<file path="config.mk">
export PLATFORM = sky130hd
export DESIGN_NAME = text_color_escape_parser
export DESIGN_NICKNAME = d
export VERILOG_FILES = /design/src/hw/rtl/tcep_pkg.sv /design/src/hw/rtl/tcep_color_stack.sv /design/src/hw/rtl/text_color_escape_parser.sv
export SDC_FILE = /design/constraint.sdc
export NUM_CORES = 1
export LEC_CHECK = 0
export BUFFER_PORTS_ARGS = -buffer_cell sky130_fd_sc_hd__buf_2
export CAP_MARGIN = 30
export CORE_ASPECT_RATIO = 0.9
export CORE_UTILIZATION = 32
export CTS_BUF_LIST = sky130_fd_sc_hd__clkbuf_8 sky130_fd_sc_hd__clkbuf_16
export DETAILED_ROUTE_END_ITERATION = 8
export MAX_ROUTING_LAYER = met4
export PLACE_DENSITY = 0.53
export REMOVE_ABC_BUFFERS = 1
export SETUP_SLACK_MARGIN = 0.2
export SYNTH_ARGS = -nofsm -noshare
export SYNTH_HDL_FRONTEND = slang
export SYNTH_HIERARCHICAL = 1
export SYNTH_SLANG_ARGS = --single-unit
export TNS_END_PERCENT = 10
</file>
<file path="constraint.sdc">
create_clock -name clk -period 2.6 [get_ports clk]
set_input_delay 0.52 -clock clk [delete_from_list [all_inputs] [get_ports clk]]
set_output_delay 0.52 -clock clk [all_outputs]
set_load 0.005 [all_outputs]
</file>
<file path="src/hw/rtl/tcep_pkg.sv">
`default_nettype none
// ----------------------------------------------------------------------------
// tcep_pkg: text color escape parser definitions
// Byte codes, result kinds, stack command types and the hex digit decoder.
// ----------------------------------------------------------------------------
package tcep_pkg;

  localparam int TCEP_STACK_DEPTH = 32;

  localparam logic [7:0] BELL_BYTE = 8'h07;
  localparam logic [7:0] CASE_MASK = 8'hdf;
  localparam logic [7:0] CH_P      = 8'h50;
  localparam logic [7:0] CH_U      = 8'h55;
  localparam logic [7:0] CH_O      = 8'h4f;
  localparam logic [7:0] CH_0      = 8'h30;
  localparam logic [7:0] CH_9      = 8'h39;
  localparam logic [7:0] CH_UC_A   = 8'h41;
  localparam logic [7:0] CH_UC_F   = 8'h46;
  localparam logic [7:0] CH_LC_A   = 8'h61;
  localparam logic [7:0] CH_LC_F   = 8'h66;
  localparam logic [7:0] HEX_TEN   = 8'd10;

  localparam logic [1:0] KIND_CHAR      = 2'd0;
  localparam logic [1:0] KIND_OVERFLOW  = 2'd1;
  localparam logic [1:0] KIND_UNDERFLOW = 2'd2;

  // request from the parser to the color stack
  typedef struct packed {
    logic rd;    // fetch top entry into the read register
    logic push;
    logic pop;
  } stk_cmd_t;

  typedef struct packed {
    logic full;
    logic empty;
  } stk_status_t;

  // {valid, value}
  function automatic logic [4:0] hex_decode(input logic [7:0] c);
    logic [7:0] v;
    begin
      v = 8'd0;
      if (c >= CH_0 && c <= CH_9) begin
        v = c - CH_0;
        hex_decode = {1'b1, v[3:0]};
      end else if (c >= CH_UC_A && c <= CH_UC_F) begin
        v = c - CH_UC_A + HEX_TEN;
        hex_decode = {1'b1, v[3:0]};
      end else if (c >= CH_LC_A && c <= CH_LC_F) begin
        v = c - CH_LC_A + HEX_TEN;
        hex_decode = {1'b1, v[3:0]};
      end else begin
        hex_decode = {1'b0, v[3:0]};
      end
    end
  endfunction

endpackage
`default_nettype wire

</file>
<file path="src/hw/rtl/tcep_color_stack.sv">
`default_nettype none
// ----------------------------------------------------------------------------
// tcep_color_stack: color pair stack
// Synchronous memory with registered read data plus the fill level counter.
// ----------------------------------------------------------------------------
module tcep_color_stack
  import tcep_pkg::*;
#(
  parameter int STACK_DEPTH = TCEP_STACK_DEPTH
) (
  input  wire logic        clk,
  input  wire logic        rst_n,
  input  wire stk_cmd_t    cmd,
  input  wire logic [7:0]  wr_data,
  output logic      [7:0]  rd_data,
  output stk_status_t      status
);

  localparam int LW = $clog2(STACK_DEPTH + 1);
  localparam int AW = (STACK_DEPTH > 1) ? $clog2(STACK_DEPTH) : 1;

  logic [7:0]    mem [STACK_DEPTH];
  logic [7:0]    rd_data_r;
  logic [LW-1:0] level_r;
  logic [LW-1:0] level_nxt;
  logic [LW-1:0] level_m1;
  logic [AW-1:0] wr_addr;
  logic [AW-1:0] rd_addr;

  assign level_m1     = level_r - LW'(1);
  assign wr_addr      = level_r[AW-1:0];
  assign rd_addr      = level_m1[AW-1:0];
  assign status.full  = (level_r == LW'(STACK_DEPTH));
  assign status.empty = (level_r == '0);
  assign rd_data      = rd_data_r;

  always_comb begin
    level_nxt = level_r;
    if (cmd.push) begin
      level_nxt = level_r + LW'(1);
    end else if (cmd.pop) begin
      level_nxt = level_m1;
    end
  end

  always_ff @(posedge clk) begin
    if (!rst_n) begin
      level_r <= '0;
    end else begin
      level_r <= level_nxt;
    end
  end

  always_ff @(posedge clk) begin
    if (cmd.push) begin
      mem[wr_addr] <= wr_data;
    end
  end

  always_ff @(posedge clk) begin
    if (cmd.rd) begin
      rd_data_r <= mem[rd_addr];
    end
  end

endmodule
`default_nettype wire

</file>
<file path="src/hw/rtl/text_color_escape_parser.sv">
`default_nettype none
// ----------------------------------------------------------------------------
// text_color_escape_parser: byte stream color escape decoder
// Passes text bytes tagged with colors; bell codes set colors or push/pop
// the color pair on a stack held in a synchronous memory.
// ----------------------------------------------------------------------------
// A result is captured in the output register as its byte transfers.
// Throughput: one byte per cycle while not stalled; output frees on transfer.
// The stack top is fetched from memory when the first code byte transfers,
// so a pop has its data ready by the second code byte.
// Reset: synchronous rst_n clears parser state, colors (fg 7, bg 0), the
//   stack level and the output valid; stack memory contents are not cleared.
// ----------------------------------------------------------------------------
module text_color_escape_parser
  import tcep_pkg::*;
#(
  parameter int STACK_DEPTH = TCEP_STACK_DEPTH
) (
  input  wire logic       clk,
  input  wire logic       rst_n,
  input  wire logic       in_valid,
  output logic            in_stall,
  input  wire logic [7:0] in_char_in,
  input  wire logic       in_last_in_string,
  output logic            out_valid,
  input  wire logic       out_stall,
  output logic      [1:0] out_result_kind,
  output logic      [7:0] out_char_out,
  output logic      [3:0] out_fg_color,
  output logic      [3:0] out_bg_color
);

  typedef enum logic [1:0] {
    PH_IDLE,
    PH_FIRST,
    PH_SECOND
  } phase_t;

  phase_t      phase_r, phase_nxt;
  logic [7:0]  first_r, first_nxt;
  logic [3:0]  fg_r, fg_nxt;
  logic [3:0]  bg_r, bg_nxt;
  logic        out_valid_r, out_valid_nxt;
  logic [1:0]  kind_r;
  logic [7:0]  char_r;
  logic [3:0]  ofg_r;
  logic [3:0]  obg_r;

  logic        in_xfer;
  logic        out_xfer;
  logic        emit;
  logic [1:0]  emit_kind;
  logic [7:0]  emit_char;
  logic [7:0]  code_b;
  logic        is_stack_cmd;
  logic [4:0]  hex_a;
  logic [4:0]  hex_b;
  stk_cmd_t    stk_cmd;
  stk_status_t stk_status;
  logic [7:0]  stk_rd_data;

  assign out_xfer     = out_valid_r && !out_stall;
  assign in_stall     = out_valid_r && out_stall;
  assign in_xfer      = in_valid && !in_stall;
  assign code_b       = in_char_in & CASE_MASK;
  assign is_stack_cmd = ((first_r & CASE_MASK) == CH_P);
  assign hex_a        = hex_decode(first_r);
  assign hex_b        = hex_decode(in_char_in);

  assign out_valid       = out_valid_r;
  assign out_result_kind = kind_r;
  assign out_char_out    = char_r;
  assign out_fg_color    = ofg_r;
  assign out_bg_color    = obg_r;

  tcep_color_stack #(
    .STACK_DEPTH(STACK_DEPTH)
  ) u_stack (
    .clk     (clk),
    .rst_n   (rst_n),
    .cmd     (stk_cmd),
    .wr_data ({fg_r, bg_r}),
    .rd_data (stk_rd_data),
    .status  (stk_status)
  );

  always_comb begin
    phase_nxt = phase_r;
    first_nxt = first_r;
    fg_nxt    = fg_r;
    bg_nxt    = bg_r;
    emit      = 1'b0;
    emit_kind = KIND_CHAR;
    emit_char = 8'd0;
    stk_cmd   = '0;
    if (in_xfer) begin
      case (phase_r)
        PH_FIRST: begin
          first_nxt   = in_char_in;
          phase_nxt   = in_last_in_string ? PH_IDLE : PH_SECOND;
          stk_cmd.rd  = 1'b1;
        end
        PH_SECOND: begin
          phase_nxt = PH_IDLE;
          if (is_stack_cmd) begin
            if (code_b == CH_U) begin
              if (stk_status.full) begin
                emit      = 1'b1;
                emit_kind = KIND_OVERFLOW;
              end else begin
                stk_cmd.push = 1'b1;
              end
            end else if (code_b == CH_O) begin
              if (stk_status.empty) begin
                emit      = 1'b1;
                emit_kind = KIND_UNDERFLOW;
              end else begin
                stk_cmd.pop = 1'b1;
                fg_nxt      = stk_rd_data[7:4];
                bg_nxt      = stk_rd_data[3:0];
              end
            end
          end else begin
            if (hex_a[4]) begin
              bg_nxt = hex_a[3:0];
            end
            if (hex_b[4]) begin
              fg_nxt = hex_b[3:0];
            end
          end
        end
        default: begin
          phase_nxt = PH_IDLE;
          if (in_char_in == BELL_BYTE) begin
            phase_nxt = in_last_in_string ? PH_IDLE : PH_FIRST;
          end else begin
            emit      = 1'b1;
            emit_kind = KIND_CHAR;
            emit_char = in_char_in;
          end
        end
      endcase
    end
    out_valid_nxt = out_valid_r;
    if (emit) begin
      out_valid_nxt = 1'b1;
    end else if (out_xfer) begin
      out_valid_nxt = 1'b0;
    end
  end

  always_ff @(posedge clk) begin
    if (!rst_n) begin
      phase_r     <= PH_IDLE;
      fg_r        <= 4'd7;
      bg_r        <= 4'd0;
      out_valid_r <= 1'b0;
    end else begin
      phase_r     <= phase_nxt;
      fg_r        <= fg_nxt;
      bg_r        <= bg_nxt;
      out_valid_r <= out_valid_nxt;
    end
    first_r <= first_nxt;
    if (emit) begin
      kind_r <= emit_kind;
      char_r <= emit_char;
      ofg_r  <= fg_r;
      obg_r  <= bg_r;
    end
  end

  a_push_pop_excl: assert property (@(posedge clk) disable iff (!rst_n)
    !(stk_cmd.push && stk_cmd.pop))
    else $error("stack push and pop together");

  a_no_pop_empty: assert property (@(posedge clk) disable iff (!rst_n)
    stk_cmd.pop |-> !stk_status.empty)
    else $error("pop on empty stack");

  a_no_push_full: assert property (@(posedge clk) disable iff (!rst_n)
    stk_cmd.push |-> !stk_status.full)
    else $error("push on full stack");

  a_no_overwrite: assert property (@(posedge clk) disable iff (!rst_n)
    emit |-> (!out_valid_r || out_xfer))
    else $error("pending result overwritten");

  a_pop_after_fetch: assert property (@(posedge clk) disable iff (!rst_n)
    (stk_cmd.pop || stk_cmd.push) |-> (phase_r == PH_SECOND))
    else $error("stack access outside second code byte");

endmodule
`default_nettype wire
</file>
After elaboration in Yosys (flattened, before gate mapping)
Memory sizes are Yosys's and may differ from the RTL's. A register that Yosys moved wholly into a read port is not among the register bits. Index checks and enable logic that the tools add are counted.

Output and inout bits: 20. RAM bits: 256. Input bits: 13. Bits in registers: 43. Memories kept: 1. Word-level logic and storage cells: 114.

Memory list: u_stack.mem (depth 32, width 8, read ports 1, clocked after memory_dff 1, wr ports 1, line tcep_color_stack.sv:22) `logic [7:0] mem [STACK_DEPTH];`.

Reductions and logical operators: 21. $add $sub $neg: 12. Bitwise logic cells: 1. Mux-type cells: 47. Eq/ne operators: 10. $lt $le $gt $ge: 12.

Operators with widths (number): two-way mux 4 bit (10); >= comparator 8 x 7 -> 1 bit (second input constant) (4); <= comparator 8 x 7 -> 1 bit (second input constant) (4); two-way mux 5 bit (6); subtractor 4 x 1 -> 4 bit (second input constant) (6); == test 7 x 6 -> 1 bit (second input constant) (3); two-way mux 1 bit (20); adder 4 bit (second input constant) (4); >= comparator 8 x 6 -> 1 bit (second input constant) (2); <= comparator 8 x 6 -> 1 bit (second input constant) (2); two-way mux 2 bit (6); two-way mux 6 bit (2); AND reduction 6 bit (2); logical AND 1 bit (9); == test 8 x 3 -> 1 bit (second input constant) (1); nonzero test 2 bit (4); adder 6 x 1 -> 6 bit (second input constant) (1); == test 6 bit (second input constant) (1); logical NOT 6 bit (1); subtractor 6 x 1 -> 6 bit (second input constant) (1); inequality test 2 bit (second input constant) (2); case mux 2 bit (2 select lines) (1); OR reduction 4 bit (1); two-way mux 3 bit (1); other kinds (8) (9).

Longest topological paths before layout
Depth after elaboration: 9. Gate-level depth with buffers: 12. Depth with buffers taken out: 11.

By module
Netlist, hierarchy kept.

By module, submodules not included: tcep_color_stack (cells an instance 531, instances 1, seq. area each 8047.7 um2, area each 10750.3 um2); text_color_escape_parser (cells an instance 163, instances 1, seq. area each 1001.0 um2, area each 1861.8 um2).

Least setup slack after synthesis
Ideal clock, no wire load.

Path kind: reg-to-reg. Start point: register first_r[0]. End point: memory u_stack.mem[31][0], enable pin. Cell stages (with the launch flop): 11. Data required time: 2.230 ns. Library setup time: 0.370 ns. Data arrival time: 2.372 ns. Period minus slack after synthesis: 2.743 ns. Buffers on the path: 1. Path slack: -0.143 ns. Cells stage by stage: edfxtp_1 > inv_1 > ha_1 > nor4bb_1 > nand2b_1 > nor2_1 > nand2_1 > nor2_1 > clkbuf_1 > nand2_1 > nor2_1.

RTL lines: start, declared (line text_color_escape_parser.sv:40) `logic [7:0] first_r, first_nxt;`; start signal, assigned (line text_color_escape_parser.sv:164) `first_r <= first_nxt;`; end, declared (line tcep_color_stack.sv:22).

Final worst setup path
Start point: register u_stack.level_r[0]. End point: register u_stack.rd_data_r[7], in the netlist u_stack/rd_data[7] (read register of u_stack.mem) (data pin).

Longest elaborated chain between the ends: 1.

Ends and longest elaborated chain: start, declared (line tcep_color_stack.sv:24) `logic [LW-1:0] level_r;`; start signal, assigned (line tcep_color_stack.sv:50) `level_r <= level_nxt;`; subtractor 6 x 1 -> 6 bit (line tcep_color_stack.sv:30) `assign level_m1 = level_r - LW'(1);`; end, declared (line tcep_color_stack.sv:23) `logic [7:0] rd_data_r;`.

No other way between the ends. A chain may end at the register's enable or synchronous reset.

==> impl_metrics.yaml <==
timing:
  drv_slew: 0
  finalSetupViolations: 0
  fin_skew_ns: 0.0160
  worst_slew_pin_slew_ns: 0.810
  slew_headroom_pct: 45.9
  fin_crit_ns: 2.39
  timing.hold.ws_ns: 0.270
  finalHoldViolCount: 0
  rsz0062_at_grt: "true"
  max_freq_mhz: 419
  fin_ws_ns: 0.212
  post-route-period-util_pct: 91.8
  tns_ns: 0
grt:
  grt_pass1_vias: 6710
  grt_max_degree: 48
  grtUsageTotal_pct: 14.8
  grt_overflow: 0
  grt_pass1_wl_um: 43000
  grt_antenna_before_repair: 0
cts:
  htree_levels: 2
  cts_tree: "built"
  cts-root-buf: "clkbuf_16"
  clock_sink_count: 307
  clk_pin_slew_ns: 0.07
  clock_path_buffers: 3
  clk_latency_ns: 0.50
  numCtsBuffers: 34
drt:
  wl_um: 28400
  drt_iter0_drc: 501
  vias_per_cell: 4.97
  route.detailed.drc: 0
  routedWlPerCell_um: 20.8
  dr.pass1.iters: 5
  postRouteAntennaNets: 0
  vias: 6785
die:
  dieArea_mm2: 0.0402
  die_x_um: 211
  die_h_um: 190
  core_area_mm2: 0.0386
  rows: 68
  io_pins: 33
  initial_core_util_pct: 32.7
layout:
  finalInstanceArea_mm2: 0.0153
  diodes: 0
  synthToLayoutAreaGrowth_pct: 21.3
  nets: 842
  drive_gt1_share_pct: 33.6
  nFillCells: 3547
synthesis:
  yosysTopAreaCellShare_pct: 69.0
  synth_area_leaders: "edfxtp_1 (69%), mux4_2 (11%), dfxtp_1 (2.7%)"
  ys_types: 69
  synthFlopType: "edfxtp_1"
  syn_area_mm2: 0.0126
  synth-edff-count: 290
  synth_area_leader_cell: "edfxtp_1"
  ys_warn_count: 6
  seq_area_frac_synth_pct: 71.7
  synth_seq_cells: 307
  synth.avg_cell_area_um2: 18.2
  syn_inst: 694
  async_flop_share_pct: 0
setup_path:
  cp.required_ns: 2.84
  crit_arrival_ns: 2.63
  worst_setup_path_end_kind: "register"
  path_class: "reg -> reg"
  startpoint_type: "register"
  path_max_fanout: 21
power_and_ir_drop:
  p_per_area_mw_per_mm2: 663
  peakVddDrop_v: 0.000378
  p_leak_uw: 0.00474
  total_power_uw: 10100
place:
  dp_hpwl_um: 18200
  port_buffers: 32
  globalplace.congestion: 0.838
  place_area_mm2: 0.0140
  post-place-ws_ns: -0.0716
run_status:
  status: "completed"
worst_hold_path:
  hp-class: "in -> reg"
job:
  maxCapViolCount: 0
## layer usage
layer | part of all wire (%) | up-vias | track usage (%)
met4 | 1.6 | 0 | 3.57
met3 | 4.2 | 39 | 2.31
li1 | - | 3056 | -
met1 | 47 | 3534 | 20.8
met5 | 0 | - | -
met2 | 47 | 156 | 22.4
## synth_stat cells (5+ instances only)
master / count
mux2_2: 16
and2_1: 12
inv_1: 12
a211oi_1: 10
and3_1: 6
nand2b_1: 6
nand3_1: 5
mux4_2: 64
buf_2: 12
ha_1: 14
edfxtp_1: 290
nor2_1: 44
nor2b_1: 18
clkbuf_1: 11
nand2_1: 19
o21ai_0: 9
o21a_1: 5
nor4_1: 10
a221oi_1: 8
a21oi_1: 23
nand3b_1: 7
dfxtp_1: 17
## worst max-delay path: stages, from the launching register on
cell      delay [ns]
dfxtp_4         0.41
inv_1           0.11
ha_4            0.37
buf_12          0.20
mux4_2          0.34
nor2b_1         0.15
a221oi_1        0.43
nor4_1          0.11
## through the flow
step	util, %	instances
floorplan	-	663
global placement	36.2	1299
detailed placement	36.2	1299
CTS	39.2	1361
global route	39.6	1364
finish	39.6	1364
## area by class of cell
cell class | count | area [um2] | share of cell area (%)
Clock buffer | 35 | 876 | 5.73
Clock inverter | 25 | 221 | 1.45
Inverter | 12 | 45.0 | 0.294
Multi-Input combinational cell | 344 | 3520 | 23.0
Sequential cell | 307 | 9050 | 59.2
Tap cell | 525 | 657 | 4.29
Timing Repair Buffer | 116 | 922 | 6.03
## power by group
group          internal (uW)  switching, uW
registers               5350           3.58
clock network           2840           1860
logic                   38.2           52.0
total                   8220           1920
## placed cells by master (no fill, tap or decap), types with 13 or more instances in the layout
master     instances
edfxtp_1         290
buf_4             64
mux4_2            64
clkbuf_16         35
nor2_1            33
buf_2             32
a21oi_1           23
nor2b_1           18
nand2_1           16
dfxtp_1           16
mux2_2            16
inv_1             15
ha_1              13
buf_6             13
## flip-flops by register name (all words and copies together) (netlist names)
| signal | cells |
|---|---|
| fg_r | 4 |
| bg_r | 4 |
| out_char_out | 8 |
| out_result_kind | 2 |
| u_stack/mem | 256 |
| u_stack/level_r | 6 |
| out_bg_color | 4 |
| out_fg_color | 4 |
| phase_r | 2 |
| out_valid | 1 |
| first_r | 8 |
| u_stack/rd_data | 8 |
## path summary, 6_finish.rpt
check             slack, ns                  to  cells after the start               start
setup / recovery       0.21  u_stack/rd_data[7]                      7  u_stack/level_r[0]
hold / removal         0.27          first_r[5]                      1       in_char_in[5]
setup reg to reg       0.21  u_stack/rd_data[7]                      7  u_stack/level_r[0]
hold reg to reg        0.49          phase_r[1]                      2          phase_r[1]
## repair_timing
item,CTS,global route
buffers inserted,2,3
gates resized for setup,10,37
pin swaps,1,1
setup endpoints to repair,268,269
hold buffers,0,0
## cell families (layout without fill, tap and decap cells)
| group | count (synthesis) | after routing | share of synthesized area [%] |
|---|---|---|---|
| flops | 307 | 307 | 71.7 |
| simple gates | 153 | 153 | 6.82 |
| compound gates | 89 | 89 | 5.02 |
| mux | 83 | 83 | 13.1 |
| buf+inv | 43 | 188 | 1.59 |
| fa+ha+maj | 14 | 14 | 1.39 |
| xor+xnor | 5 | 5 | 0.347 |
Power figures use the tool's default switching activity.
